### config.mk
export PLATFORM = sky130hd
export DESIGN_NAME = bc1_block_decoder_flat
export DESIGN_NICKNAME = d
export VERILOG_FILES = /design/src/rtl/bc1_pkg.sv /design/src/rtl/bc1_if.sv /design/src/rtl/bc1_front.sv /design/src/rtl/bc1_fifo.sv /design/src/rtl/bc1_back.sv /design/src/rtl/bc1_block_decoder.sv /design/src/flat_wrapper.sv
export SDC_FILE = /design/constraint.sdc
export NUM_CORES = 1
export LEC_CHECK = 0
export ABC_AREA = 1
export BUFFER_PORTS_ARGS = -buffer_cell sky130_fd_sc_hd__buf_2
export CORE_MARGIN = 1.5
export CORE_UTILIZATION = 50
export DETAILED_ROUTE_END_ITERATION = 16
export PLACE_DENSITY = 0.73
export SKIP_LAST_GASP = 1
export SYNTH_ARGS = -nofsm -noshare
export SYNTH_HDL_FRONTEND = slang
export SYNTH_SLANG_ARGS = --single-unit
export TNS_END_PERCENT = 10
### constraint.sdc
create_clock -name clk -period 8.2 [get_ports clk]
set_input_delay 2.05 -clock clk [delete_from_list [all_inputs] [get_ports clk]]
set_output_delay 2.05 -clock clk [all_outputs]
set_load 0.01 [all_outputs]
### src/rtl/bc1_pkg.sv
// shared types and constants for the bc1 block decoder
package bc1_pkg;

  localparam int unsigned COORD_W = 12;
  localparam int unsigned SIZE_REG_W = 11;
  localparam int unsigned APB_DATA_W = 32;
  localparam int unsigned APB_ADDR_W = 3;
  localparam int unsigned PIX_PER_BLOCK = 16;
  localparam int unsigned PIX_CNT_W = 4;

  localparam logic [7:0] ALPHA_OPAQUE = 8'd255;
  localparam logic [7:0] ALPHA_CLEAR = 8'd0;

  // register index, taken from paddr[2]
  localparam logic REG_WIDTH = 1'b0;
  localparam logic REG_HEIGHT = 1'b1;

  typedef struct packed {
    logic [7:0] red;
    logic [7:0] green;
    logic [7:0] blue;
    logic [7:0] alpha;
  } colour_t;

  typedef struct packed {
    colour_t [3:0]        palette;
    logic [31:0]          index_bits;
    logic [COORD_W-1:0]   x_base;
    logic [COORD_W-1:0]   y_base;
    logic                 last_img;
  } block_t;

endpackage

### src/rtl/bc1_if.sv
// channel interfaces for compressed blocks and decoded pixels
interface bc1_block_if;
  logic        valid;
  logic        ready;
  logic [15:0] endpoint_a;
  logic [15:0] endpoint_b;
  logic [31:0] index_bits;

  modport source (output valid, endpoint_a, endpoint_b, index_bits, input ready);
  modport sink (input valid, endpoint_a, endpoint_b, index_bits, output ready);
endinterface

interface bc1_pixel_if;
  logic        valid;
  logic        ready;
  logic [11:0] pixel_x;
  logic [11:0] pixel_y;
  logic [7:0]  red;
  logic [7:0]  green;
  logic [7:0]  blue;
  logic [7:0]  alpha;
  logic        last_of_block;
  logic        last_of_image;

  modport source (output valid, pixel_x, pixel_y, red, green, blue, alpha,
                  last_of_block, last_of_image, input ready);
  modport sink (input valid, pixel_x, pixel_y, red, green, blue, alpha,
                last_of_block, last_of_image, output ready);
endinterface

### src/rtl/bc1_front.sv
// block intake: palette build and block position tracking
module bc1_front #(
  parameter int unsigned MAX_BLOCKS_PER_SIDE = 1024
) (
  input  logic                              clk,
  input  logic                              rst,
  input  logic [bc1_pkg::SIZE_REG_W-1:0]    width_in_blocks,
  input  logic [bc1_pkg::SIZE_REG_W-1:0]    height_in_blocks,
  bc1_block_if.sink                         block,
  input  logic                              full,
  output logic                              push,
  output bc1_pkg::block_t                   entry
);

  localparam int unsigned CW = (MAX_BLOCKS_PER_SIDE > 1) ? $clog2(MAX_BLOCKS_PER_SIDE) : 1;
  localparam int unsigned SW = 13;
  localparam logic [SW-1:0] MAX_SIZE = SW'(MAX_BLOCKS_PER_SIDE);
  localparam logic [9:0] RECIP3 = 10'd683;

  logic [CW-1:0] block_column;
  logic [CW-1:0] block_row;
  logic [CW-1:0] block_column_next;
  logic [CW-1:0] block_row_next;
  logic [SW-1:0] w_raw, h_raw, w_eff, h_eff;
  logic          last_col, last_row, four_colour;
  bc1_pkg::colour_t ca, cb;

  function automatic logic [7:0] third(input logic [7:0] p, input logic [7:0] q);
    logic [9:0]  s;
    logic [19:0] m;
    s = {1'b0, p, 1'b0} + {2'b00, q};
    m = s * RECIP3;
    return m[18:11];
  endfunction

  function automatic logic [7:0] half(input logic [7:0] p, input logic [7:0] q);
    logic [8:0] s;
    s = {1'b0, p} + {1'b0, q};
    return s[8:1];
  endfunction

  always_comb begin
    w_raw = SW'(width_in_blocks);
    h_raw = SW'(height_in_blocks);
    if (w_raw == '0) w_eff = SW'(1);
    else if (w_raw > MAX_SIZE) w_eff = MAX_SIZE;
    else w_eff = w_raw;
    if (h_raw == '0) h_eff = SW'(1);
    else if (h_raw > MAX_SIZE) h_eff = MAX_SIZE;
    else h_eff = h_raw;
    last_col = (SW'(block_column) + SW'(1)) >= w_eff;
    last_row = (SW'(block_row) + SW'(1)) >= h_eff;
    if (last_col) begin
      block_column_next = '0;
      block_row_next = last_row ? '0 : block_row + CW'(1);
    end else begin
      block_column_next = block_column + CW'(1);
      block_row_next = block_row;
    end
  end

  always_comb begin
    ca.red   = {block.endpoint_a[4:0], 3'b000};
    ca.green = {block.endpoint_a[10:5], 2'b00};
    ca.blue  = {block.endpoint_a[15:11], 3'b000};
    ca.alpha = bc1_pkg::ALPHA_OPAQUE;
    cb.red   = {block.endpoint_b[4:0], 3'b000};
    cb.green = {block.endpoint_b[10:5], 2'b00};
    cb.blue  = {block.endpoint_b[15:11], 3'b000};
    cb.alpha = bc1_pkg::ALPHA_OPAQUE;
    four_colour = block.endpoint_a > block.endpoint_b;

    entry.palette[0] = ca;
    entry.palette[1] = cb;
    if (four_colour) begin
      entry.palette[2].red   = third(ca.red, cb.red);
      entry.palette[2].green = third(ca.green, cb.green);
      entry.palette[2].blue  = third(ca.blue, cb.blue);
      entry.palette[2].alpha = bc1_pkg::ALPHA_OPAQUE;
      entry.palette[3].red   = third(cb.red, ca.red);
      entry.palette[3].green = third(cb.green, ca.green);
      entry.palette[3].blue  = third(cb.blue, ca.blue);
      entry.palette[3].alpha = bc1_pkg::ALPHA_OPAQUE;
    end else begin
      entry.palette[2].red   = half(ca.red, cb.red);
      entry.palette[2].green = half(ca.green, cb.green);
      entry.palette[2].blue  = half(ca.blue, cb.blue);
      entry.palette[2].alpha = bc1_pkg::ALPHA_OPAQUE;
      entry.palette[3].red   = 8'd0;
      entry.palette[3].green = 8'd0;
      entry.palette[3].blue  = 8'd0;
      entry.palette[3].alpha = bc1_pkg::ALPHA_CLEAR;
    end
    entry.index_bits = block.index_bits;
    entry.x_base = bc1_pkg::COORD_W'({block_column, 2'b00});
    entry.y_base = bc1_pkg::COORD_W'({block_row, 2'b00});
    entry.last_img = last_col && last_row;
  end

  assign block.ready = !full;
  assign push = block.valid && !full;

  always_ff @(posedge clk) begin
    if (rst) begin
      block_column <= '0;
      block_row <= '0;
    end else if (push) begin
      block_column <= block_column_next;
      block_row <= block_row_next;
    end
  end

endmodule

### src/rtl/bc1_fifo.sv
// two-entry block queue between intake and pixel output
module bc1_fifo (
  input  logic            clk,
  input  logic            rst,
  input  logic            push,
  input  bc1_pkg::block_t entry_in,
  output logic            full,
  input  logic            pop,
  output bc1_pkg::block_t entry_out,
  output logic            empty
);

  bc1_pkg::block_t mem [2];
  logic            wr_ptr;
  logic            rd_ptr;
  logic [1:0]      count;

  assign full = count == 2'd2;
  assign empty = count == 2'd0;
  assign entry_out = mem[rd_ptr];

  always_ff @(posedge clk) begin
    if (push) mem[wr_ptr] <= entry_in;
  end

  always_ff @(posedge clk) begin
    if (rst) begin
      wr_ptr <= 1'b0;
      rd_ptr <= 1'b0;
      count <= 2'd0;
    end else begin
      if (push) wr_ptr <= !wr_ptr;
      if (pop) rd_ptr <= !rd_ptr;
      case ({push, pop})
        2'b10: count <= count + 2'd1;
        2'b01: count <= count - 2'd1;
        default: count <= count;
      endcase
    end
  end

endmodule

### src/rtl/bc1_back.sv
// pixel expansion: sixteen pixels per queued block into an output register
module bc1_back (
  input  logic            clk,
  input  logic            rst,
  input  bc1_pkg::block_t entry,
  input  logic            empty,
  output logic            pop,
  bc1_pixel_if.source     pixel
);

  logic [bc1_pkg::PIX_CNT_W-1:0] pix_cnt;
  logic                          load;
  logic                          fire;
  logic                          last_pix;
  logic [1:0]                    sel;
  logic [1:0]                    blk_row;

  assign load = !pixel.valid || pixel.ready;
  assign fire = load && !empty;
  assign last_pix = pix_cnt == bc1_pkg::PIX_CNT_W'(bc1_pkg::PIX_PER_BLOCK - 1);
  assign pop = fire && last_pix;
  assign sel = entry.index_bits[{pix_cnt, 1'b0} +: 2];
  // rows come out as 1,0,3,2
  assign blk_row = {pix_cnt[3], !pix_cnt[2]};

  always_ff @(posedge clk) begin
    if (rst) begin
      pix_cnt <= '0;
      pixel.valid <= 1'b0;
    end else begin
      if (fire) pix_cnt <= pix_cnt + bc1_pkg::PIX_CNT_W'(1);
      if (load) pixel.valid <= !empty;
    end
    if (fire) begin
      pixel.pixel_x <= entry.x_base | bc1_pkg::COORD_W'(pix_cnt[1:0]);
      pixel.pixel_y <= entry.y_base | bc1_pkg::COORD_W'(blk_row);
      pixel.red <= entry.palette[sel].red;
      pixel.green <= entry.palette[sel].green;
      pixel.blue <= entry.palette[sel].blue;
      pixel.alpha <= entry.palette[sel].alpha;
      pixel.last_of_block <= last_pix;
      pixel.last_of_image <= last_pix && entry.last_img;
    end
  end

endmodule

### src/rtl/bc1_block_decoder.sv
// top level of the bc1 block decoder
//
//   channel  | dir | handshake         | payload
//   block    | in  | valid/ready       | endpoint_a, endpoint_b, index_bits
//   pixel    | out | valid/ready       | pixel_x, pixel_y, rgba, last flags
//   apb      | in  | psel/penable      | width_in_blocks @0, height_in_blocks @4
//
// one block in, sixteen pixels out through the single pixel output register
// at one pixel per cycle while pixel ready holds; a two-block queue lets intake
// run ahead by up to two blocks; an accepted block is queued, then its first
// pixel goes to the pixel output register
// synchronous reset clears counters, queue and output valid; sizes return to 1
module bc1_block_decoder #(
  parameter int unsigned MAX_BLOCKS_PER_SIDE = 1024
) (
  input  logic                            clk,
  input  logic                            rst,
  bc1_block_if.sink                       block,
  bc1_pixel_if.source                     pixel,
  input  logic                            psel,
  input  logic                            penable,
  input  logic                            pwrite,
  input  logic [bc1_pkg::APB_ADDR_W-1:0]  paddr,
  input  logic [bc1_pkg::APB_DATA_W-1:0]  pwdata,
  output logic [bc1_pkg::APB_DATA_W-1:0]  prdata,
  output logic                            pready
);

  logic [bc1_pkg::SIZE_REG_W-1:0] width_in_blocks;
  logic [bc1_pkg::SIZE_REG_W-1:0] height_in_blocks;
  logic            push, pop, full, empty;
  bc1_pkg::block_t entry_in, entry_out;
  logic            cfg_wr;

  assign pready = 1'b1;
  assign cfg_wr = psel && penable && pwrite;

  always_ff @(posedge clk) begin
    if (rst) begin
      width_in_blocks <= bc1_pkg::SIZE_REG_W'(1);
      height_in_blocks <= bc1_pkg::SIZE_REG_W'(1);
    end else if (cfg_wr) begin
      unique case (paddr[2])
        bc1_pkg::REG_WIDTH: width_in_blocks <= pwdata[bc1_pkg::SIZE_REG_W-1:0];
        bc1_pkg::REG_HEIGHT: height_in_blocks <= pwdata[bc1_pkg::SIZE_REG_W-1:0];
        default: ;
      endcase
    end
  end

  always_comb begin
    unique case (paddr[2])
      bc1_pkg::REG_WIDTH: prdata = bc1_pkg::APB_DATA_W'(width_in_blocks);
      bc1_pkg::REG_HEIGHT: prdata = bc1_pkg::APB_DATA_W'(height_in_blocks);
      default: prdata = '0;
    endcase
  end

  bc1_front #(
    .MAX_BLOCKS_PER_SIDE(MAX_BLOCKS_PER_SIDE)
  ) u_front (
    .clk(clk),
    .rst(rst),
    .width_in_blocks(width_in_blocks),
    .height_in_blocks(height_in_blocks),
    .block(block),
    .full(full),
    .push(push),
    .entry(entry_in)
  );

  bc1_fifo u_fifo (
    .clk(clk),
    .rst(rst),
    .push(push),
    .entry_in(entry_in),
    .full(full),
    .pop(pop),
    .entry_out(entry_out),
    .empty(empty)
  );

  bc1_back u_back (
    .clk(clk),
    .rst(rst),
    .entry(entry_out),
    .empty(empty),
    .pop(pop),
    .pixel(pixel)
  );

endmodule

### src/flat_wrapper.sv
// flat-port wrapper written by rule: the top's interface ports become plain ports
module bc1_block_decoder_flat 
#(
  parameter int unsigned MAX_BLOCKS_PER_SIDE = 1024
)
  (clk, rst, psel, penable, pwrite, paddr, pwdata, prdata, pready, block_valid, block_endpoint_a, block_endpoint_b, block_index_bits, block_ready, pixel_valid, pixel_pixel_x, pixel_pixel_y, pixel_red, pixel_green, pixel_blue, pixel_alpha, pixel_last_of_block, pixel_last_of_image, pixel_ready);
  bc1_block_if block_i ();
  bc1_pixel_if pixel_i ();
  input  logic clk;
  input  logic rst;
  input  logic psel;
  input  logic penable;
  input  logic pwrite;
  input  logic [bc1_pkg::APB_ADDR_W-1:0] paddr;
  input  logic [bc1_pkg::APB_DATA_W-1:0] pwdata;
  output logic [bc1_pkg::APB_DATA_W-1:0] prdata;
  output logic pready;
  input wire logic [$bits(block_i.valid)-1:0] block_valid;
  input wire logic [$bits(block_i.endpoint_a)-1:0] block_endpoint_a;
  input wire logic [$bits(block_i.endpoint_b)-1:0] block_endpoint_b;
  input wire logic [$bits(block_i.index_bits)-1:0] block_index_bits;
  output wire logic [$bits(block_i.ready)-1:0] block_ready;
  output wire logic [$bits(pixel_i.valid)-1:0] pixel_valid;
  output wire logic [$bits(pixel_i.pixel_x)-1:0] pixel_pixel_x;
  output wire logic [$bits(pixel_i.pixel_y)-1:0] pixel_pixel_y;
  output wire logic [$bits(pixel_i.red)-1:0] pixel_red;
  output wire logic [$bits(pixel_i.green)-1:0] pixel_green;
  output wire logic [$bits(pixel_i.blue)-1:0] pixel_blue;
  output wire logic [$bits(pixel_i.alpha)-1:0] pixel_alpha;
  output wire logic [$bits(pixel_i.last_of_block)-1:0] pixel_last_of_block;
  output wire logic [$bits(pixel_i.last_of_image)-1:0] pixel_last_of_image;
  input wire logic [$bits(pixel_i.ready)-1:0] pixel_ready;
  assign block_i.valid = block_valid;
  assign block_i.endpoint_a = block_endpoint_a;
  assign block_i.endpoint_b = block_endpoint_b;
  assign block_i.index_bits = block_index_bits;
  assign block_ready = block_i.ready;
  assign pixel_valid = pixel_i.valid;
  assign pixel_pixel_x = pixel_i.pixel_x;
  assign pixel_pixel_y = pixel_i.pixel_y;
  assign pixel_red = pixel_i.red;
  assign pixel_green = pixel_i.green;
  assign pixel_blue = pixel_i.blue;
  assign pixel_alpha = pixel_i.alpha;
  assign pixel_last_of_block = pixel_i.last_of_block;
  assign pixel_last_of_image = pixel_i.last_of_image;
  assign pixel_i.ready = pixel_ready;
  bc1_block_decoder #(.MAX_BLOCKS_PER_SIDE(MAX_BLOCKS_PER_SIDE)) u_core (.clk(clk), .rst(rst), .block(block_i), .pixel(pixel_i), .psel(psel), .penable(penable), .pwrite(pwrite), .paddr(paddr), .pwdata(pwdata), .prdata(prdata), .pready(pready));
endmodule
# After elaboration in Yosys (flattened, before gate mapping)
# Memories as Yosys holds them, arrays and structs flattened. A register that Yosys moved wholly into a read port is not among the register bits.
# Index checks and enable logic that the tools add are counted.
# totals
register_bits	109
rom_bits	0
latch_bits	0
mem_bits_rw	298
memories	1
out_inout_bits	93
word_cells	90
# memory_table
name	depth	word_bits	rd	rd_clocked_by_memory_dff	write_ports	line_no	source
u_core.u_fifo.mem	2	149	1	1	1	bc1_fifo.sv:13	bc1_pkg::block_t mem [2];
# op_classes
n_mul	6
n_div	0
n_mux	15
n_lt_le_gt_ge	6
n_reduce_logical	21
addsub	16
eq_ne	4
shift	1
bitwise	3
# op_table
operator	n
multiplier 10 x 10 -> 19 bit (second input constant)	6
binary-select mux 32 bit (select 2 bit)	1
2-to-1 mux 64 bit	1
one-hot mux 32 bit (2 select lines)	1
adder 9 x 8 -> 10 bit	6
2-to-1 mux 11 bit	4
2-to-1 mux 32 bit	1
indexed part select 32 x 6 -> 2 bit	1
adder 8 x 8 -> 9 bit	3
greater-or-equal comparator 11 x 13 -> 1 bit	2
OR 12 x 2 -> 12 bit	2
adder 10 x 1 -> 11 bit (second input constant)	2
greater-than comparator 11 bit (second input constant)	2
zero test 11 bit	2
adder 10 x 1 -> 10 bit (second input constant)	2
2-to-1 mux 10 bit	2
greater-than comparator 16 bit	1
logical AND 1 bit	7
zero test 1 bit	6
AND reduction 2 bit	3
adder 4 x 1 -> 4 bit (second input constant)	1
== test 2 bit (second input constant)	2
== test 4 bit (second input constant)	1
2-to-1 mux 1 bit	4
other kinds (9)	9

# Depth between registers and ports, before layout
# Gate-level depths: netlist of the first run.
# depth
word_depth	6
mapped_depth	29
mapped_depth_nobuf	29

# Hierarchy
# A second synthesis of the first run with hierarchy kept.
# unflattened
hier_cells	3290
hier_area_um2	33115.5
# by_module_without_submodules
mod	area_per_inst_um2	cells_each	seq_area_each_um2	n_inst
bc1_fifo	14199.9	609	11210.8	1
bc1_front	13633.1	1957	400.4	1
bc1_back	4073.9	531	1841.8	1
bc1_block_decoder	1208.7	193	440.4	1

# Worst setup path after synthesis of the first run
# No wires, ideal clock.
# synth_path
path_type	input port to flip-flop
start	input port block_valid
end	memory u_core.u_fifo.mem[0][0] (netlist bit), enable pin
arrival_ns	7.974
setup_ns	0.630
path_slack_ns	-0.404
stages	3
cell_sequence	nand2_1 -> clkbuf_1 -> nor2_1
# synth_between
elab_chain_len	3
# synth_lines
item	line_no	source
start: declaration	flat_wrapper.sv:18	input wire logic [$bits(block_i.valid)-1:0] block_valid;
logical AND 1 bit	bc1_front.sv:101	assign push = block.valid && !full;
2-to-1 mux 1 bit	bc1_fifo.sv:23	if (push) mem[wr_ptr] <= entry_in;
2-to-1 mux 1 bit (implied by the code)	bc1_fifo.sv:23	
end: declaration	bc1_fifo.sv:13	
# Every way passes these cells.

==> out/metrics.cfg, run 1 <==
[outcome]
outcome = finished, final reports clean

[critical_path]
crit_top_cell = ha_1
worstPathRequired_ns = 8.49
end_kind = flip-flop
regToRegSetupSlack_ns = 3.81
crit_fanout = 8
reg2regPathDepth = 11
crit_path_top_delay_cell = fa_1
worstPathArrival_ns = 7.06
crit_type = in2reg
r2r_end = u_core.u_back.pixel.red[1]$_DFFE_PP_
max_stage_delay_ns = 0.51
setup.worst_path.start_class = input port
crit_chain = buf_2, ha_1, inv_1, fa_1, o21ai_0, xor2_1, ha_1, ha_1, ha_1, inv_1, fa_1, inv_1, fa_1, ha_1, a21oi_1, o21ai_0, nand2_1, nand3_1, xor2_1, o21ai_0

[timing]
tns_ns = 0
finalCritPeriodShare = 0.8261
post-route-min-period_ns = 6.774
finClkSkew_ns = 0.02477
slew_violations = 0
hold_viol = 0
max-slew-margin-rel = 0.3025
timing.fmax_mhz = 147.6
finalSetupViolCount = 0
rsz0062_at_grt = false
tightest_slew_ns = 1.045

[place]
place_congestion = 0.8768
hpwl_um = 43880
place.port_buffers = 153

[routing]
routed_wl_um = 58930
drt-initial-drc-count = 1196
drc_errors = 0
post_drt_via_cell_ratio = 5.377
routedWlPerCell_um = 16.52
first_pass_iters = 5
vias = 19190
postRouteAntennaNets = 0

[clock_network]
cts_hold_buf = 0
cts_sinks = 371
clk_path_buf_depth = 3
cts_tree = done
cts.repair.resized = 0
clk_pin_slew_ns = 0.06
cts_setup_buffers = 0
htree_levels = 2
clkLatencyLatePin_ns = 0.54
cts_made_buffers = 37
cts-root-buf = clkbuf_16

[worst_hold_path]
holdCritPathClass = reg2reg
hold_depth = 1
holdCritStartpoint = u_core.u_fifo.rd_ptr$_SDFFE_PP0P_

[die]
die_h_um = 230.8
rows = 83
die-area_um2 = 53250
io_pins = 199
die_w_um = 230.8
start_util = 0.5056
core_um2 = 51300

[global_routing]
grt_pass1_wl_um = 95780
grt_pass1_vias = 19360
gr-total-overflow = 0
gr-usage-all-layers = 0.2211
antenna_found_initial = 2
grt_max_degree = 124

[synth]
synthCells = 2729
avgSynthCellArea_um2 = 9.505
yosysMostFrequentCell = nand2_1
synth-edff-count = 319
synth_common_cells = nand2_1, ha_1, edfxtp_1
synth_top_area_frac = 0.3693
netlist_area_um2 = 25940
async_flop_share = 0
ys_warn_count = 0
post_synth_num_cell_types = 43
yosysSeqAreaShare = 0.4094
synth_top_cell_by_area = edfxtp_1
ys.flop_type = edfxtp_1
synth-seq-cells = 371
synthTopCellsByArea = edfxtp_1, ha_1, nand2_1, fa_1, inv_1

[finish]
fin_nets = 3413
drive_gt1_frac = 0.08177
n_fill_cell = 4509
post-route-util = 0.5525
synthToLayoutAreaGrowth_pct = 9.271

[pwr]
p_leak_uw = 0.01333
irDropWorstVdd_uv = 157.2
pwr_density_cell_nw_per_um2 = 344.4

[flow_run]
maxCapViolCount = 0

flip-flops by register name, summed over array words and instances, names as in the netlist, 2 cells and up, named ones only:
register,count
u_core.u_back.pixel.blue,8
u_core.u_back.pixel.pixel_y,12
u_core.width_in_blocks,11
u_core.height_in_blocks,11
u_core.u_back.pixel.green,8
u_core.u_fifo.count,2
u_core.u_back.pixel.red,8
u_core.u_fifo.mem,268
u_core.u_front.block_row,10
u_core.u_back.pix_cnt,4
u_core.u_front.block_column,10
u_core.u_back.pixel.pixel_x,12
power breakdown:
part	switching, µW	total, µW	internal (µW)
Clock	715	1610	900
Combinational	3560	5580	2020
Sequential	81.2	2570	2480
Total	4360	9760	5400
logic make-up (layout without fill, tap and decap cells):
group	after synthesis	in the layout	synth area share
xor gates and xnor gates	97	97	0.03275
and+or+nand+nor	1045	1045	0.1674
DFF	371	371	0.4094
other	2	24	0.0002895
adders and majority gates	449	449	0.2360
AOI/OAI and AO/OA	301	301	0.06314
buffers and inverters	400	537	0.06632
muxes	64	64	0.02470
worst max path at each step:
stage | start | to | slack, ns | cells past startpoint
2_1_floorplan | block_valid | u_core.u_fifo.mem[1][0]$_DFFE_PP_ | -0.22 | 2
3_3_place_gp | block_endpoint_b[6] | u_core.u_fifo.mem[0][101]$_DFFE_PP_ | 1.07 | 19
3_5_place_dp | block_endpoint_a[11] | u_core.u_fifo.mem[0][96]$_DFFE_PP_ | 0.89 | 20
4_1_cts | block_endpoint_a[11] | u_core.u_fifo.mem[1][96]$_DFFE_PP_ | 1.42 | 20
5_1_grt | block_endpoint_b[3] | u_core.u_fifo.mem[1][116]$_DFFE_PP_ | 1.10 | 22
6_report | block_endpoint_a[11] | u_core.u_fifo.mem[1][96]$_DFFE_PP_ | 1.43 | 20
worst max-delay path, delay by kind of cell:
| kind | cells | cell delay, ns |
|---|---|---|
| xor+xnor | 2 | 0.61 |
| buf+inv | 4 | 0.43 |
| fa+ha+maj | 8 | 2.85 |
| simple gates | 2 | 0.22 |
| compound gates | 4 | 0.90 |
cells in the final DEF, fill, tap and decap left out, types with 5 or more instances in the layout:
cell type	count
nand2_1	598
ha_1	382
edfxtp_1	319
inv_1	306
nand3_1	202
nor2_1	173
buf_2	153
a21oi_1	148
o21ai_0	96
xor2_1	72
fa_1	67
mux2i_1	64
dfxtp_1	51
clkbuf_16	38
xnor2_1	25
nand4_1	23
conb_1	22
nor3_1	19
a21o_1	17
o21bai_1	14
o21ai_1	9
nand3b_1	7
clkinv_2	7
clkinvlp_4	6
and2_1	5
inv_6	5
clkbuf_1	5
buf_4	5
metal layers:
layer / share of wire / wire, µm / up-vias / GRT usage
met5: 0.00022 / 13 / - / 0
met4: 0.021 / 1257 / 2 / 0.05842
met3: 0.049 / 2916 / 90 / 0.02853
met2: 0.49 / 28780 / 466 / 0.3910
met1: 0.44 / 25960 / 9149 / 0.2840
li1: - / - / 9478 / -
layout make-up:
cell class                      count  area (µm²)  share of cell area
Clock inverter                     23       168.9            0.005959
Tap cell                          680       850.8             0.03002
Sequential cell                   371       10620              0.3748
Inverter                          310        1169             0.04123
Timing Repair Buffer              160       843.3             0.02975
Antenna cell                        2       5.005           0.0001766
Multi-Input combinational cell   1978       13700              0.4834
Clock buffer                       44       983.4             0.03470
metrics by stage:
step                      hold WS [ns]  cell area, µm²  cells  worst slack, ns  total power [µW]
after floorplan                 0.4237           26020   2749          -0.2178              6661
after detailed placement        0.4446           27190   3499           0.8873              8108
after global placement          0.4334           27190   3499            1.066              7970
final                           0.4537           28340   3568            1.426              9761
after CTS                       0.4588           28340   3566            1.419              9780
after global routing            0.4883           28340   3566            1.100             10680
Power figures use the tool's default switching activity.
==> inputs of run 2 (changes only) <==
Settings changed: ABC_AREA 1 to 0, PLACE_DENSITY 0.73 to 0.71.
Clock period 8.2 ns to 6.85 ns, I/O delays scaled along.
==> run 2 against run 1 <==
Effect of this change: wire length decreased by 13%; critical path depth increased by 5; area after synthesis decreased by 6.2%; highest routed layer unchanged; utilization increased by 2.4 points; design area decreased by 2.7%; cell count decreased by 19%; register-to-register slack got worse by 0.87 ns; critical path type unchanged; non-clock buffer count increased by 116; clock skew decreased by 0.0060 ns; synthesized cell count decreased by 27%.
==> out/metrics.cfg, run 2 <==
[timing]
hold_viol = 0  ; unchanged
tightest_slew_ns = 1.105  ; +0.05983 ns
hold_slack_ns = 0.4839  ; +0.03022 ns
tns_ns = 0  ; unchanged
post-route-min-period_ns = 6.753
max-slew-margin-rel = 0.2634  ; -0.03912
slew_violations = 0  ; unchanged
finalCritPeriodShare = 0.9858
finalSetupViolCount = 0  ; unchanged
timing.fmax_mhz = 148.1
rsz0062_at_grt = true
setup_slack_ns = 0.09706  ; -1.329 ns
finClkSkew_ns = 0.01876  ; -0.006010 ns

[critical_path]
setup.worst_path.start_class = input port
crit_top_cell = ha_1
reg2regPathDepth = 12  ; +1
crit_path_top_delay_cell = fa_1
end_kind = flip-flop
worstPathArrival_ns = 7.02  ; -0.04 ns
crit_fanout = 2  ; -6
max_stage_delay_ns = 0.51  ; about the same
worstPathRequired_ns = 7.12  ; -1.37 ns
crit_type = in2reg

[synth]
post_synth_num_cell_types = 69  ; +60%
yosysMostFrequentCell = ha_1
synth_top_cell_by_area = edfxtp_1
synthTopCellsByArea = edfxtp_1, ha_1, fa_1, dfxtp_1, mux2i_1
netlist_area_um2 = 24330  ; -6.2%
yosysSeqAreaShare = 0.4365  ; +0.02710
synth_common_cells = ha_1, edfxtp_1, inv_1
synth_top_area_frac = 0.3937  ; +0.02444
ys.flop_type = edfxtp_1
synthCells = 2000  ; -27%
synth-edff-count = 319  ; unchanged
ys_warn_count = 0  ; unchanged
synth-seq-cells = 371  ; unchanged
async_flop_share = 0  ; unchanged
avgSynthCellArea_um2 = 12.16  ; +28%

[finish]
largest_reg_flops = 268  ; unchanged
largest_register = u_core.u_fifo.mem
reg_top3 = u_core.u_fifo.mem: 268 flops, u_core.u_back.pixel.pixel_x: 12 flops, u_core.u_back.pixel.pixel_y: 12 flops
multiInputGateArea_um2 = 12690  ; -7.4%
synthToLayoutAreaGrowth_pct = 13.40
final-seq-area_um2 = 10620  ; about the same
drive_gt1_frac = 0.1705  ; +0.08869
post-route-util = 0.5766  ; +0.02411
post-route-cell-area_um2 = 27590  ; -2.7%
n_fill_cell = 3922  ; -13%
final_common_cell = ha_1
fin_nets = 2809  ; -18%
final_cell_mix = ha_1, edfxtp_1, inv_1
n_antenna_cell = 0  ; -2

[die]
die-area_um2 = 49990  ; -6.1%
die_w_um = 223.6  ; -3.1%
die_h_um = 223.6  ; -3.1%
rows = 80  ; -3.6%
start_util = 0.5085  ; +0.002865
io_pins = 199  ; unchanged
core_um2 = 47850  ; -6.7%

[flow_run]
maxCapViolCount = 0  ; unchanged

[global_routing]
gr-total-overflow = 0  ; unchanged
grt_pass1_vias = 16130  ; -17%
grt_pass1_wl_um = 81820  ; -15%
gr-usage-all-layers = 0.2049  ; -0.01617
antenna_found_initial = 1  ; -1
grt_max_degree = 103  ; -17%

[place]
place_area_um2 = 26390  ; -2.9%
place.port_buffers = 153  ; unchanged
hpwl_um = 38510  ; -12%
detailedPlace.worstSlack_ns = -0.7160  ; -1.603 ns
place_congestion = 0.8587  ; -2.1%

[clock_network]
clkLatencyLatePin_ns = 0.54  ; about the same
cts_tree = done
clk_pin_slew_ns = 0.06  ; about the same
htree_levels = 2  ; unchanged
clk_path_buf_depth = 3  ; unchanged
cts_sinks = 371  ; unchanged
cts_made_buffers = 36  ; -2.7%
cts-root-buf = clkbuf_16

[routing]
vias = 15780  ; -18%
routedWlPerCell_um = 17.62  ; +6.7%
postRouteAntennaNets = 0  ; unchanged
post_drt_via_cell_ratio = 5.446  ; +1.3%
routed_wl_um = 51050  ; -13%
first_pass_iters = 5  ; unchanged
drt-initial-drc-count = 728  ; -39%
drc_errors = 0  ; unchanged

[pwr]
clkPwrFrac = 0.180  ; +0.015
pwr-share-comb = 0.538  ; -0.034
seq_power_share = 0.282  ; +0.019
switching_share = 0.3808  ; -0.06571
p_leak_uw = 0.01225  ; -8.1%
pwr_density_cell_nw_per_um2 = 387.1  ; +12%
irDropWorstVdd_uv = 244.0  ; +55%
p_sw_uw = 4067  ; -6.7%
internal-power_uw = 6613  ; +22%

[outcome]
outcome = finished, final reports clean

[worst_hold_path]
holdCritPathClass = reg2reg
hold_depth = 2  ; +1

[run 2: final cells by class]
cell class	count	area share
clock buffer	50	0.03605
clock inverter	16	0.005170
inverter	176	0.02395
multi-input combinational	1393	0.4598
sequential	371	0.3850
tap	615	0.02789
timing repair buffer	276	0.06213
[run 2: what timing repair did]
action	CTS	global route
endpoints found under the hold margin	0	0
pin swaps	2	2
setup endpoints to repair	8	28
setup buffers	0	0
cloned	0	0
gates resized for setup	3	11
hold buffers	0	0
[run 2: cell families (layout without fill, tap and decap cells)]
family | count (synthesis) | in the layout | share of synthesized area
compound gates | 284 | 284 | 0.07616
xor+xnor | 113 | 113 | 0.04068
fa+ha+maj | 449 | 449 | 0.2516
buf+inv | 256 | 518 | 0.04886
flops | 371 | 371 | 0.4365
mux | 134 | 134 | 0.06912
other cells | 2 | 22 | 0.0003087
simple gates | 391 | 391 | 0.07678
[run 2: power groups by stage]
stage / Clock (µW) / Sequential, µW / Combinational, µW
6_report: 1920 / 3010 / 5750
3_3_place_gp: 0 / 3050 / 5480
3_5_place_dp: 0 / 3060 / 5650
5_1_grt: 2040 / 3040 / 6540
4_1_cts: 1960 / 3010 / 5740
2_1_floorplan: 0 / 3070 / 3920
[run 2: stage by stage]
stage | cells | power [µW]
finish | 2897 | 10680
CTS | 2897 | 10710
global route | 2897 | 11620
global placement | 2831 | 8530
floorplan | 2020 | 6988
detailed placement | 2831 | 8715
[run 2: critical path: cells and delay by family]
family | cells | cell delay, ns
adder cells (fa/ha/maj) | 8 | 2.66
AO/OA/AOI/OAI | 5 | 1.16
buffers and inverters | 7 | 0.74
XOR/XNOR | 3 | 0.44
AND/OR/NAND/NOR | 2 | 0.32
[run 2: worst paths after layout]
path,from,endpoint,slack [ns]
max reg2reg,u_core.u_front.block_row[0]$_SDFFE_PP0P_,u_core.u_front.block_row[4]$_SDFFE_PP0P_,2.94
min,u_core.width_in_blocks[10]$_SDFFE_PP0P_,u_core.width_in_blocks[10]$_SDFFE_PP0P_,0.48
max,block_endpoint_b[6],u_core.u_fifo.mem[0][106]$_DFFE_PP_,0.1
min reg2reg,u_core.width_in_blocks[10]$_SDFFE_PP0P_,u_core.width_in_blocks[10]$_SDFFE_PP0P_,0.48
[run 2: routing by layer]
metal	vias to the layer above	global-route usage	part of all wire
met1	7656	0.2655	0.45
li1	7749	-	-
met3	68	0.02217	0.033
met5	-	0	0.00033
met2	302	0.3664	0.50
met4	2	0.05144	0.019
==> inputs of run 3 (changes only) <==
Settings changed: CORE_ASPECT_RATIO from default to 1.75.
==> run 3 against run 2 <==
Effect of this change: clock power barely moved; sequential power about the same; die area is 0.10% higher; highest routed layer is now met4; via count up 1.9%; critical endpoint is now u_core.u_fifo.mem[1][104]$_DFFE_PP_; total power increased by 0.35%.
==> out/metrics.cfg, run 3 (synthesis gave the netlist of run 2 again) <==
[global_routing]
antenna_found_initial = 1  ; unchanged
gr-total-overflow = 0  ; unchanged
grt_max_degree = 77  ; -25%
grt_pass1_vias = 17110  ; +6.1%
grt_pass1_wl_um = 86640  ; +5.9%
gr-usage-all-layers = 0.2207  ; +0.01581

[timing]
hold_viol = 0  ; unchanged
finalCritPeriodShare = 0.9605  ; -0.02529
tightest_slew_ns = 0.9804  ; -0.1245 ns
timing.fmax_mhz = 152.0  ; +2.6%
slew_violations = 0  ; unchanged
post-route-min-period_ns = 6.580  ; -0.1732 ns
finalSetupViolCount = 0  ; unchanged
max-slew-margin-rel = 0.3464  ; +0.08303
hold_slack_ns = 0.4777  ; -0.006181 ns
setup_slack_ns = 0.2703  ; +0.1732 ns
rsz0062_at_grt = true
finClkSkew_ns = 0.01474  ; -0.004017 ns

[routing]
post_drt_via_cell_ratio = 5.477  ; +0.57%
drt-initial-drc-count = 802  ; +10%
first_pass_iters = 5  ; unchanged
vias = 16080  ; +1.9%
routedWlPerCell_um = 18.68  ; +6.0%
postRouteAntennaNets = 0  ; unchanged
routed_wl_um = 54850  ; +7.4%
drc_errors = 0  ; unchanged

[finish]
final_cell_mix = ha_1, edfxtp_1, inv_1
largest_reg_flops = 268  ; unchanged
n_fill_cell = 3892  ; -0.76%
drive_gt1_frac = 0.1758  ; +0.005312
fin_nets = 2818  ; +0.32%
stdcell_count = 2936  ; +1.3%
multiInputGateArea_um2 = 12670  ; -0.14%
post-route-cell-area_um2 = 27670  ; +0.30%
post-route-util = 0.5780  ; +0.001333
largest_register = u_core.u_fifo.mem
final_common_cell = ha_1
reg_top3 = u_core.u_fifo.mem: 268 flops, u_core.u_back.pixel.pixel_x: 12 flops, u_core.u_back.pixel.pixel_y: 12 flops
synthToLayoutAreaGrowth_pct = 13.74
final-seq-area_um2 = 10620  ; unchanged

[place]
dp_cells = 2878  ; +1.7%
place_area_um2 = 26530  ; +0.51%
detailedPlace.worstSlack_ns = -0.5599  ; +0.1561 ns
hpwl_um = 42440  ; +10%
place.port_buffers = 153  ; unchanged
place_congestion = 0.8543  ; -0.51%

[pwr]
irDropWorstVdd_uv = 248.1  ; +1.7%
p_leak_uw = 0.01228  ; +0.28%
pwr_density_cell_nw_per_um2 = 387.3  ; about the same

[critical_path]
worstPathArrival_ns = 6.89  ; -0.13 ns
crit_fanout = 3  ; +1
regToRegSetupSlack_ns = 2.87  ; -0.07 ns
worstPathRequired_ns = 7.16  ; +0.04 ns
setup.worst_path.start_class = input port
r2r_end = u_core.u_back.pixel.red[7]$_DFFE_PP_
crit_type = in2reg
end_kind = flip-flop
reg2regPathDepth = 9  ; -3

[clock_network]
cts_made_buffers = 31  ; -14%
cts_hold_buf = 0  ; unchanged
htree_levels = 1  ; -1
clkLatencyLatePin_ns = 0.58  ; +0.04 ns
cts_setup_buffers = 0  ; unchanged
cts.repair.resized = 0  ; -3
cts_tree = done
cts-root-buf = clkbuf_16
clk_path_buf_depth = 3  ; unchanged
cts_sinks = 371  ; unchanged
clk_pin_slew_ns = 0.07  ; about the same

[worst_hold_path]
hold_depth = 2  ; unchanged
holdCritStartpoint = u_core.width_in_blocks[10]$_SDFFE_PP0P_
worst_hold_path.endpoint = u_core.width_in_blocks[10]$_SDFFE_PP0P_
holdCritPathClass = reg2reg

[flow_run]
maxCapViolCount = 0  ; unchanged

[die]
die_w_um = 169.8  ; -24%
die_h_um = 294.8  ; +32%
io_pins = 199  ; unchanged
rows = 106  ; +33%
die-area_um2 = 50040  ; +0.10%
start_util = 0.5082  ; about the same
core_um2 = 47880  ; about the same

[outcome]
outcome = finished, final reports clean

run 3: layer usage:
layer	GRT usage	routed length (µm)
met1	0.2191	19670
met2	0.4465	30800
met3	0.01987	1754
met4	0.1068	2629
met5	0	0
run 3: stage by stage:
| stage | TNS (ns) | power, µW |
|---|---|---|
| finish | 0 | 10720 |
| global route | -0.7259 | 11610 |
| CTS | 0 | 10770 |
| detailed placement | -10.28 | 8798 |
| global placement | -5.693 | 8610 |
| floorplan | -2.920 | 6988 |
run 3: how the worst max path moves through the flow:
stage | cells past startpoint | slack (ns) | from | endpoint
2_1_floorplan | 22 | -0.43 | block_endpoint_b[6] | u_core.u_fifo.mem[0][108]$_DFFE_PP_
3_3_place_gp | 24 | -0.46 | block_endpoint_b[6] | u_core.u_fifo.mem[0][108]$_DFFE_PP_
3_5_place_dp | 26 | -0.56 | block_endpoint_b[6] | u_core.u_fifo.mem[1][108]$_DFFE_PP_
4_1_cts | 26 | 0.04 | block_endpoint_b[6] | u_core.u_fifo.mem[0][108]$_DFFE_PP_
5_1_grt | 24 | -0.08 | block_endpoint_b[12] | u_core.u_fifo.mem[0][100]$_DFFE_PP_
6_report | 24 | 0.27 | block_endpoint_b[6] | u_core.u_fifo.mem[1][104]$_DFFE_PP_
run 3: final cells by class:
type | instances | area share
clock inverter | 22 | 0.01049
sequential | 371 | 0.3838
clock buffer | 35 | 0.02930
multi-input combinational | 1393 | 0.4578
inverter | 176 | 0.02387
antenna | 1 | 0.00009043
tap | 648 | 0.02930
timing repair buffer | 290 | 0.06529
run 3: report_power, final:
part,internal (µW),switching (µW)
Clock,1090,830
Sequential,2920,92.7
Combinational,2630,3160
run 3: critical path, stage by stage:
cell and delay [ns]:
buf_2 0.11, ha_1 0.21, fa_1 0.41, a21o_1 0.19, a21oi_2 0.16, buf_4 0.14
xor2_2 0.15, inv_1 0.08, ha_1 0.27, ha_1 0.30, inv_1 0.06, fa_1 0.53
inv_1 0.05, fa_1 0.45, ha_1 0.31, ha_1 0.33, a21oi_1 0.23, a21oi_2 0.13
a2111oi_0 0.49, buf_4 0.20, o21bai_1 0.07, xor2_1 0.15, nand2_1 0.06, o21ai_0 0.09
